<file path="src/rtl/rvm_pkg.sv">
// shared types and constants of the register machine instruction executor
package rvm_pkg;

	localparam int unsigned PROGRAM_WORDS = 1024;
	localparam int unsigned REG_COUNT     = 11;
	localparam int unsigned REG_IDX_W     = 4;
	localparam int unsigned WORD_W        = 32;
	localparam int unsigned ADDR_W        = 10;
	localparam int unsigned NEXT_W        = 11;
	localparam int unsigned HP_W          = 10;
	localparam int unsigned CHOICE_W      = 2;
	localparam int unsigned S_TDATA_W     = 120;
	localparam int unsigned M_TDATA_W     = 16;

	// register file indices
	localparam logic [REG_IDX_W-1:0] REG_R0 = 4'd0;
	localparam logic [REG_IDX_W-1:0] REG_R1 = 4'd1;
	localparam logic [REG_IDX_W-1:0] REG_R2 = 4'd2;
	localparam logic [REG_IDX_W-1:0] REG_C0 = 4'd3;
	localparam logic [REG_IDX_W-1:0] REG_E0 = 4'd5;
	localparam logic [REG_IDX_W-1:0] REG_I0 = 4'd7;
	localparam logic [REG_IDX_W-1:0] REG_I1 = 4'd8;
	localparam logic [REG_IDX_W-1:0] REG_O0 = 4'd9;
	localparam logic [REG_IDX_W-1:0] REG_T0 = 4'd10;

	localparam logic [NEXT_W-1:0] END_ADDR = NEXT_W'(PROGRAM_WORDS);

	typedef enum logic [4:0] {
		OP_INC   = 5'd0,
		OP_DEC   = 5'd1,
		OP_INCEQ = 5'd2,
		OP_DECEQ = 5'd3,
		OP_ADD   = 5'd4,
		OP_SUB   = 5'd5,
		OP_MUL   = 5'd6,
		OP_STORE = 5'd7,
		OP_MOVE  = 5'd8,
		OP_LABEL = 5'd9,
		OP_JMP   = 5'd10,
		OP_JMPEQ = 5'd11,
		OP_JMPNE = 5'd12,
		OP_JMPGT = 5'd13,
		OP_JMPLT = 5'd14,
		OP_CMP   = 5'd15,
		OP_RET   = 5'd16
	} opcode_t;

endpackage

</file>
<file path="src/rtl/register_vm_instruction_execute.sv">
// top level: register machine instruction executor with register file and flags
//
//  channel  | group                     | request contents
//  ---------+---------------------------+-----------------------------------------
//  input    | s_tvalid s_tready s_tdata | one fetched instruction, s_tuser = first
//           | s_tuser                   |   of run
//  output   | m_tvalid m_tready m_tdata | next address and choice, m_tlast = stop
//           | m_tlast                   |
//
// one instruction per cycle while the output is not stalled: an input register,
// one pass of decode, alu and register file update, and an output register
// the register file and flags are written as an instruction leaves the input
// register, so the next instruction already sees them
// reset clears the register file, flags and both valid stages
// the input side stalls only while a result waits in the output register
// and the input register is also full
module register_vm_instruction_execute (
	input  logic                              clk,
	input  logic                              arst_n,
	input  logic                              s_tvalid,
	output logic                              s_tready,
	// opcode[4:0] dest_reg[8:5] src_reg[12:9] immediate[44:13]
	// instr_address[54:45] jump_target[64:55] own_hp[74:65] enemy_hp[84:75]
	// tick[116:85] zero[119:117]
	input  logic [rvm_pkg::S_TDATA_W-1:0]     s_tdata,
	// first_of_run[0]
	input  logic [0:0]                        s_tuser,
	output logic                              m_tvalid,
	input  logic                              m_tready,
	// next_address[10:0] choice[12:11] zero[15:13]
	output logic [rvm_pkg::M_TDATA_W-1:0]     m_tdata,
	// stop
	output logic                              m_tlast
);

	localparam int unsigned W  = rvm_pkg::WORD_W;
	localparam int unsigned RC = rvm_pkg::REG_COUNT;
	localparam int unsigned IW = rvm_pkg::REG_IDX_W;
	localparam int unsigned AW = rvm_pkg::ADDR_W;
	localparam int unsigned NW = rvm_pkg::NEXT_W;
	localparam int unsigned HW = rvm_pkg::HP_W;
	localparam int unsigned CW = rvm_pkg::CHOICE_W;

	// input stage
	logic                  valid_s1;
	logic                  first_s1;
	rvm_pkg::opcode_t      opcode_s1;
	logic [IW-1:0]         dest_s1;
	logic [IW-1:0]         src_s1;
	logic [W-1:0]          imm_s1;
	logic [AW-1:0]         addr_s1;
	logic [AW-1:0]         target_s1;
	logic [HW-1:0]         own_s1;
	logic [HW-1:0]         enemy_s1;
	logic [W-1:0]          tick_s1;

	// architectural state
	logic [W-1:0]          rf_q [RC];
	logic                  flag_eq_q;
	logic                  flag_lt_q;
	logic                  flag_gt_q;

	// output register
	logic                  out_valid_q;
	logic [NW-1:0]         next_addr_q;
	logic [CW-1:0]         choice_q;
	logic                  stop_q;

	logic                  out_free;
	logic                  advance;
	logic                  in_fire;

	logic [W-1:0]          eff [RC];
	logic [W-1:0]          rf_nx [RC];
	logic                  flag_eq_nx;
	logic                  flag_lt_nx;
	logic                  flag_gt_nx;
	logic [W-1:0]          step_v;
	logic                  step_en;
	logic                  store_en;
	logic                  move_en;
	logic [W-1:0]          src_val;
	logic                  jump;
	logic [1:0]            ilen;
	logic [NW-1:0]         seq_next;
	logic [NW-1:0]         raw_next;
	logic [NW-1:0]         next_addr;
	logic                  stop;
	logic [CW-1:0]         choice;

	assign out_free = !out_valid_q || m_tready;
	assign advance  = valid_s1 && out_free;
	assign s_tready = !valid_s1 || out_free;
	assign in_fire  = s_tvalid && s_tready;

	always_ff @(posedge clk or negedge arst_n) begin
		if (!arst_n) begin
			valid_s1 <= 1'b0;
		end else if (in_fire) begin
			valid_s1 <= 1'b1;
		end else if (advance) begin
			valid_s1 <= 1'b0;
		end
	end

	always_ff @(posedge clk) begin
		if (in_fire) begin
			first_s1  <= s_tuser[0];
			opcode_s1 <= rvm_pkg::opcode_t'(s_tdata[4:0]);
			dest_s1   <= s_tdata[8:5];
			src_s1    <= s_tdata[12:9];
			imm_s1    <= s_tdata[44:13];
			addr_s1   <= s_tdata[54:45];
			target_s1 <= s_tdata[64:55];
			own_s1    <= s_tdata[74:65];
			enemy_s1  <= s_tdata[84:75];
			tick_s1   <= s_tdata[116:85];
		end
	end

	// register view after run start and tick load
	always_comb begin
		for (int k = 0; k < RC; k++) begin
			eff[k] = first_s1 ? '0 : rf_q[k];
		end
		if (first_s1) begin
			eff[rvm_pkg::REG_C0] = W'(own_s1);
			eff[rvm_pkg::REG_E0] = W'(enemy_s1);
		end
		eff[rvm_pkg::REG_T0] = tick_s1;
	end

	assign src_val = (src_s1 < IW'(RC)) ? eff[src_s1] : '0;

	always_comb begin
		step_en    = 1'b0;
		step_v     = W'(1);
		store_en   = 1'b0;
		move_en    = 1'b0;
		jump       = 1'b0;
		stop       = 1'b0;
		ilen       = 2'd1;
		flag_eq_nx = flag_eq_q;
		flag_lt_nx = flag_lt_q;
		flag_gt_nx = flag_gt_q;
		for (int k = 0; k < RC; k++) begin
			rf_nx[k] = eff[k];
		end
		unique case (opcode_s1)
			rvm_pkg::OP_INC: begin
				step_en = 1'b1;
				ilen    = 2'd2;
			end
			rvm_pkg::OP_DEC: begin
				step_en = 1'b1;
				step_v  = '1;
				ilen    = 2'd2;
			end
			rvm_pkg::OP_INCEQ: begin
				step_en = flag_eq_q;
				ilen    = 2'd2;
			end
			rvm_pkg::OP_DECEQ: begin
				step_en = flag_eq_q;
				step_v  = '1;
				ilen    = 2'd2;
			end
			rvm_pkg::OP_ADD: begin
				rf_nx[rvm_pkg::REG_O0] = eff[rvm_pkg::REG_I0] + eff[rvm_pkg::REG_I1];
			end
			rvm_pkg::OP_SUB: begin
				rf_nx[rvm_pkg::REG_O0] = eff[rvm_pkg::REG_I0] - eff[rvm_pkg::REG_I1];
			end
			rvm_pkg::OP_MUL: begin
				rf_nx[rvm_pkg::REG_O0] = eff[rvm_pkg::REG_I0] * eff[rvm_pkg::REG_I1];
			end
			rvm_pkg::OP_STORE: begin
				store_en = 1'b1;
				ilen     = 2'd3;
			end
			rvm_pkg::OP_MOVE: begin
				move_en = 1'b1;
				ilen    = 2'd3;
			end
			rvm_pkg::OP_LABEL: begin
				ilen = 2'd2;
			end
			rvm_pkg::OP_JMP: begin
				jump = 1'b1;
				ilen = 2'd2;
			end
			rvm_pkg::OP_JMPEQ: begin
				jump = flag_eq_q;
				ilen = 2'd2;
			end
			rvm_pkg::OP_JMPNE: begin
				jump = !flag_eq_q;
				ilen = 2'd2;
			end
			rvm_pkg::OP_JMPGT: begin
				jump = flag_gt_q;
				ilen = 2'd2;
			end
			rvm_pkg::OP_JMPLT: begin
				jump = flag_lt_q;
				ilen = 2'd2;
			end
			rvm_pkg::OP_CMP: begin
				flag_eq_nx = eff[rvm_pkg::REG_I0] == eff[rvm_pkg::REG_I1];
				flag_lt_nx = $signed(eff[rvm_pkg::REG_I0]) < $signed(eff[rvm_pkg::REG_I1]);
				flag_gt_nx = $signed(eff[rvm_pkg::REG_I0]) > $signed(eff[rvm_pkg::REG_I1]);
			end
			rvm_pkg::OP_RET: begin
				stop = 1'b1;
			end
			default: begin
			end
		endcase
		// each register updates itself when it is the target
		for (int k = 0; k < RC; k++) begin
			if (dest_s1 == IW'(k)) begin
				if (step_en) begin
					rf_nx[k] = eff[k] + step_v;
				end else if (store_en) begin
					rf_nx[k] = imm_s1;
				end else if (move_en) begin
					rf_nx[k] = src_val;
				end
			end
		end
	end

	assign seq_next  = NW'(addr_s1) + NW'(ilen);
	assign raw_next  = jump ? (NW'(target_s1) + NW'(1)) : seq_next;
	assign next_addr = (raw_next > rvm_pkg::END_ADDR) ? rvm_pkg::END_ADDR : raw_next;

	// r0 in 0..2 as a signed value, else zero
	assign choice = (rf_nx[rvm_pkg::REG_R0][W-1:CW] == '0 &&
			rf_nx[rvm_pkg::REG_R0][CW-1:0] != '1) ? rf_nx[rvm_pkg::REG_R0][CW-1:0] : '0;

	always_ff @(posedge clk or negedge arst_n) begin
		if (!arst_n) begin
			for (int k = 0; k < RC; k++) begin
				rf_q[k] <= '0;
			end
			flag_eq_q <= 1'b0;
			flag_lt_q <= 1'b0;
			flag_gt_q <= 1'b0;
		end else if (advance) begin
			for (int k = 0; k < RC; k++) begin
				rf_q[k] <= rf_nx[k];
			end
			flag_eq_q <= flag_eq_nx;
			flag_lt_q <= flag_lt_nx;
			flag_gt_q <= flag_gt_nx;
		end
	end

	always_ff @(posedge clk or negedge arst_n) begin
		if (!arst_n) begin
			out_valid_q <= 1'b0;
		end else if (advance) begin
			out_valid_q <= 1'b1;
		end else if (m_tready) begin
			out_valid_q <= 1'b0;
		end
	end

	always_ff @(posedge clk) begin
		if (advance) begin
			next_addr_q <= next_addr;
			choice_q    <= choice;
			stop_q      <= stop;
		end
	end

	assign m_tvalid = out_valid_q;
	assign m_tdata  = {3'b000, choice_q, next_addr_q};
	assign m_tlast  = stop_q;

endmodule

</file>
<file path="config.mk">
export PLATFORM = sky130hd
export DESIGN_NAME = register_vm_instruction_execute
export DESIGN_NICKNAME = d
export VERILOG_FILES = /design/src/rtl/rvm_pkg.sv /design/src/rtl/register_vm_instruction_execute.sv
export SDC_FILE = /design/constraint.sdc
export NUM_CORES = 2
export LEC_CHECK = 0
export BUFFER_PORTS_ARGS = -buffer_cell sky130_fd_sc_hd__buf_4
export CAP_MARGIN = 25
export CORE_MARGIN = 2
export CORE_UTILIZATION = 35
export DETAILED_ROUTE_END_ITERATION = 10
export GPL_TIMING_DRIVEN = 0
export PLACE_DENSITY = 0.52
export SYNTH_ARGS = -nofsm -noshare
export SYNTH_HDL_FRONTEND = slang
export SYNTH_SLANG_ARGS = --single-unit
</file>
<file path="constraint.sdc">
create_clock -name clk -period 22.9 [get_ports clk]
set_input_delay 3.435 -clock clk [delete_from_list [all_inputs] [get_ports clk]]
set_output_delay 3.435 -clock clk [all_outputs]
set_load 0.01 [all_outputs]
</file>
* Word level (Yosys, flattened, before mapping) *
Index checks and enable logic that the tools add are counted.

cells by class
  $lt $le $gt $ge = 5
  multiply operators = 1
  bitwise operators = 1
  mux-type cells = 67
  reductions and logical operators = 19
  eq/ne operators = 27
  add/sub/neg operators = 14

operator list
  kind                   count
  $mux 32                54
  $add 32x32->32         11
  $bmux 32 s4            1
  $pmux 32 s3            1
  $eq 5x4->1 const B     8
  $eq 32x32->1           1
  $gt 32x32->1           1
  $lt 32x32->1           1
  $mul 32x32->32         1
  $sub 32x32->32         1
  $logic_not 30->1       1
  $eq 5x3->1 const B     4
  $eq 4x3->1 const B     4
  $add 10x1->11 const B  1
  $add 10x2->11          1
  $gt 11x11->1 const B   1
  $mux 11                1
  $eq 5x2->1 const B     2
  $reduce_or 10->1       1
  $eq 4x2->1 const B     2
  $eq 4x4->1 const B     2
  $reduce_or 2->1        4
  $mux 1                 7
  $eq 5x1->1 const B     1
  16 further kinds       22

word-level totals
  output and inout port bits = 19
  register bits = 457
  word-level logic and storage cells = 162

* Depth between registers and ports, before layout *
  word-level depth = 11
  depth in mapped cells = 38

* Worst setup path before layout *
Ideal clock, no wire load.

  path type = reg-to-reg
  from = reg opcode_s1[4]
  to = reg rf_q[319] (netlist bit)
  stages on the path, launching flop included = 18
  setup slack = 10384 ps
  arrival time = 12387 ps
  period minus slack after synthesis = 12516 ps
  required time = 22771 ps
  library setup time = 129 ps
  path buffers = 3
  cell sequence = edfxtp_1 > buf_2 > nor3_1 > and2_1 > clkbuf_1 > buf_1 > ha_1 > a211oi_1 > nor2_1 > o41ai_2 > a21oi_1 > a221oi_2 > o21ai_1 > a2111oi_2 > o31ai_1 > a21oi_1 > xnor2_1 > o311a_1

on the way
  longest elaborated chain between the ends = 6
  elaborated cells between the ends (all ways) = 18

ends and longest elaborated chain
  item                                                        line                                                                            source
  from (decl)                                                 register_vm_instruction_execute.sv:47                                           rvm_pkg::opcode_t opcode_s1;
  from (signal assigned)                                      register_vm_instruction_execute.sv:109                                          opcode_s1 <= rvm_pkg::opcode_t'(s_tdata[4:0]);
  $eq 5x2->1 (tied with other cells)                          register_vm_instruction_execute.sv:149                                          unique case (opcode_s1)
  $reduce_or 2->1 (no line) / $mux 1 (equally long branches)  n/a
  $mux 32 (on tied branches)                                  register_vm_instruction_execute.sv:149, register_vm_instruction_execute.sv:226
  $add 32x32->32 / $mux 32 (equally long branches)            register_vm_instruction_execute.sv:223, register_vm_instruction_execute.sv:224
  $mux 32 (*)                                                 register_vm_instruction_execute.sv:222                                          if (step_en) begin
  $mux 32 (*)                                                 register_vm_instruction_execute.sv:221                                          if (dest_s1 == IW'(k)) begin
  to (signal, indexed assignment)                             register_vm_instruction_execute.sv:251                                          rf_q[k] <= rf_nx[k];
  to (decl)                                                   register_vm_instruction_execute.sv:58                                           logic [W-1:0] rf_q [RC];

Every way passes the cells marked *; elsewhere a longest branch is shown, timed or not.
A chain may end at the register's enable or synchronous reset.

* Worst setup path after layout *
  from = reg first_s1
  to = reg rf_q[61] (netlist bit)

on the way
  longest elaborated chain between the ends = 9
  elaborated cells between the ends (all ways) = 23

ends and longest elaborated chain
  item                                                                    line                                    source
  from (decl)                                                             register_vm_instruction_execute.sv:46   logic first_s1;
  from (signal assigned)                                                  register_vm_instruction_execute.sv:108  first_s1 <= s_tuser[0];
  parallel branches: the longest is 8 deep, another holds $mul 32x32->32  n/a
  $mux 32 (*)                                                             register_vm_instruction_execute.sv:221

Every way passes the cells marked *. The select of a mux whose other input is x is not followed.

==> impl_results.md <==
- Final ANT Viol Nets: 0
- Worst min-delay path category: reg2reg
- Transition time at the pin with the least slew margin: ~1.5 ns
- Area growth, synth to finish: 12.7%
- Internal power: between 0.0015 and 0.002 W
- Combinational fraction of design power: 23.9%
- Leak Pwr: around 30 nW
- Hold depth: 2
- Status: finished, final reports clean
- Clock-pin slew reported for the worst setup and hold paths after clock tree synthesis: 0.06 ns
- Dominant synthesized flop cell: dfrtp_1
- Clock sink count: approximately 460
- Final estimated routing congestion in global placement: 1.07
- Starting density of the core: 35.2%
- Bufs on Longest Clock Path: 3
- Mean area per synthesized cell: 8.43 sq um
- Min cycle time layout: 13.48 ns
- Routed Wire Length: 329000 um
- Clock tree root buffer cell: clkbuf_16
- Global-route wire length before repair: between 400000 and 500000 um
- Non-filler instance count after layout: 9632
- Number of flip-flops and latches in the synthesized netlist: between 400 and 500
- Met2 Track Usage GR: between 50 and 60%
- Overall die height: slightly above 400 um
- Cell seen most often among critical-path stages: fa_1
- Period utilization: 58.8%
- Violation count after the first detailed-routing iteration: between 7000 and 8000
- Cell class contributing the biggest share of worst-path delay: buffers and inverters
- TritonCTS clock tree: built
- Number of instances in the placed design: 9495
- Critical path data required time: about 23 ns
- Source-to-sink clock delay at the later pin of the worst-skew pair: between 0.7 and 0.8 ns
- Delay contributed by the slowest stage of the critical path: 0.88 ns
- Arrival time of data at the critical path endpoint: between 10 and 15 ns
- Post-CTS resize count: 0
- Number of antenna violations at the first check in global routing: 43
- # rows: between 150 and 200
- Top cells by instance count after synthesis: nand2_1, o21ai_0, a21oi_1
- Reg2reg setup slack: 9.42 ns
- Clk network pwr share: between 30% and 40%
- Global-route layer with the greatest usage: met2
- Die Span X: 416 um
- Synth area leader: fa_1
- CP Max Fanout: 12
- Category of the most critical setup path: reg2reg
- Detailed-route via count: roughly 60000
- Count of buffers from port buffering: around 140
- Core Area: about 170000 sq um
- Maximum achievable frequency: roughly 0.074 GHz
- Avg Vias per Cell: 6.18
- Relative slew slack: 2.01%
- Nature of the critical path startpoint: register
- Number of flops mapped to enable cells by yosys: 132
- Ratio of cells with drive above 1 in the final layout: 7.58%
- Sequential cell fraction of total power: 36.8%
- CP max stage cell: xor2_1
- Part of the Yosys area used for sequential elements: between 20% and 30%
- Launching point of the worst reg2reg path: first_s1
- Number of max-cap violations: 0
- I/O pin total: between 100 and 150
- Met1 global-route usage: 44.7%
- Max-slew violation total from the final report: 0
- Setup repair after global routing missed its margin: false
- Met3 Resource Use GR: 9.36%
- Post-Route Setup TNS: 0 ns
- Final-report setup violation count: 0
- Warning count from the yosys run: 0
- Count of mapped cells out of synthesis: between 7000 and 8000
- Most common cell in the netlist: nand2_1
- Total die area: around 170000 sq um
- Overall global routing resource usage: between 30% and 40%
- Total clock buffers created by CTS: 59
- Vias in the first global route: ~57000
- Biggest area contributors in the synthesized netlist: fa_1, dfrtp_1, ha_1
- Destination of the worst hold path: rf_q[134]
- Final hold violation count: 0
- Worst clock skew: 0.0342 ns
- Setup Buffers After CTS: 0
- Worst reg2reg endpoint: rf_q[61]
- Routed length per instance: ~34 um
- Cell Pwr Density: roughly 38 nW/um^2
- Critical path buffers and inverters: 15
- Number of unique standard cell types used by synthesis: 103
- Switching power summed over all nets: around 0.0009 W
- Fraction of registers with async set/reset: a little under three quarters
- TritonRoute pass-1 iters: 8
- Origin of the worst min-delay path: rf_q[134]
- Hold Buf Count CTS: 0
- Leftover overflow at the end of global routing: 0
- Maximum number of pins on one net before global-route repair: 104
- Kind of capture point of the worst setup path: register
- Drt drc: 0
- Worst IR drop on VDD: around 0.065 mV
- Netlist area before placement: 59400 sq um
- Area share of the leading cell type in the synthesized netlist: ~14%
- Post-layout net count: 8378
- Switching portion of total power: 35.5%
- Reg2Reg Depth: 37
- H-tree depth: 2
- Placed wire-length estimate after detailed placement: around 260000 um
==> metal layers <==
layer	vias to the layer above	wire, um
met4	20	33200
met1	29725	123000
met3	1074	33100
met5	-	123
met2	3453	139000
li1	25260	-
==> layout make-up <==
class,count,area [sq um]
Clock inverter,32,354
Tap cell,2218,2780
Timing Repair Buffer,234,2640
Antenna cell,22,55.1
Buffer,372,1670
Clock buffer,78,1620
Fill cell,17368,102000
Inverter,506,1900
Sequential cell,457,12100
Multi-Input combinational cell,5713,43800
==> power by group through the flow <==
stage | sequential, W | clock (W) | combinational (W)
finish | 0.000939 | 0.00100 | 0.000611
detailed placement | 0.000950 | 0 | 0.000576
global route | 0.000939 | 0.00104 | 0.000623
global placement | 0.000952 | 0 | 0.000552
CTS | 0.000935 | 0.00101 | 0.000579
floorplan | 0.000925 | 0 | 0.000303
==> cell usage in the layout, fill, tap and decap left out, types with 40 or more instances in the layout <==
cell type  instances
a21oi_1          558
nand2b_1          73
and3_1            40
a211oi_1          50
o21bai_1          51
and2_1           318
inv_1            505
xnor2_1          253
edfxtp_1         132
o21ai_0          575
clkbuf_1         284
a21o_1           141
a31oi_1           63
nor2b_1          339
dfrtp_1          325
buf_4            160
clkbuf_16         60
nor3_1           109
mux2i_1           79
buf_8             54
mux4_2            44
fa_1             421
o21a_1            75
o211ai_1          42
nor2_1           400
ha_1             489
a22oi_1           55
xor2_1           131
nand3_1           97
nand2_1          731
==> state kept, by name (all words and copies together), names as in the netlist, 2 cells and up <==
signal       count
rf_q           320
imm_s1          32
tick_s1         32
next_addr_q     11
addr_s1         10
enemy_s1        10
own_s1          10
target_s1       10
opcode_s1        5
dest_s1          4
src_s1           4
choice_q         2
==> tightest hold or removal path: cells and delay by family, from the launching register on <==
kind,cells,cell delay [ns]
AND/OR/NAND/NOR,1,0.04
AO/OA/AOI/OAI,1,0.06
flip-flops,1,0.33
==> worst max-delay path by stage <==
stage	start	endpoint	slack, ns	cells after the start
2_1_floorplan	opcode_s1[4]	rf_q[319]	10.38	17
3_3_place_gp	opcode_s1[4]	rf_q[319]	2.23	17
3_5_place_dp	first_s1	rf_q[63]	9.58	38
4_1_cts	first_s1	rf_q[63]	9.58	38
5_1_grt	first_s1	rf_q[61]	9.40	37
6_report	first_s1	rf_q[61]	9.42	37
==> kinds of logic after synthesis <==
kind of cell | share of synthesized area [%]
AOI/OAI and AO/OA | 20.8
muxes | 3.62
buffers and inverters | 5.95
DFF | 20.4
adders and majority gates | 24.5
other | 0.00631
and+or+nand+nor | 19.1
xor gates and xnor gates | 5.66
==> stage by stage <==
stage	setup WS (ns)	power (W)	utilization, %	hold slack, ns	area [sq um]
floorplan	10.38	0.00123	-	0.438	59400
global placement	2.23	0.00150	37.4	0.455	63200
detailed placement	9.58	0.00153	38.4	0.464	64800
CTS	9.58	0.00252	39.6	0.478	66800
global route	9.40	0.00260	39.6	0.498	66900
finish	9.42	0.00255	39.6	0.475	66900
Note: power is estimated with default switching activity, not from simulation.
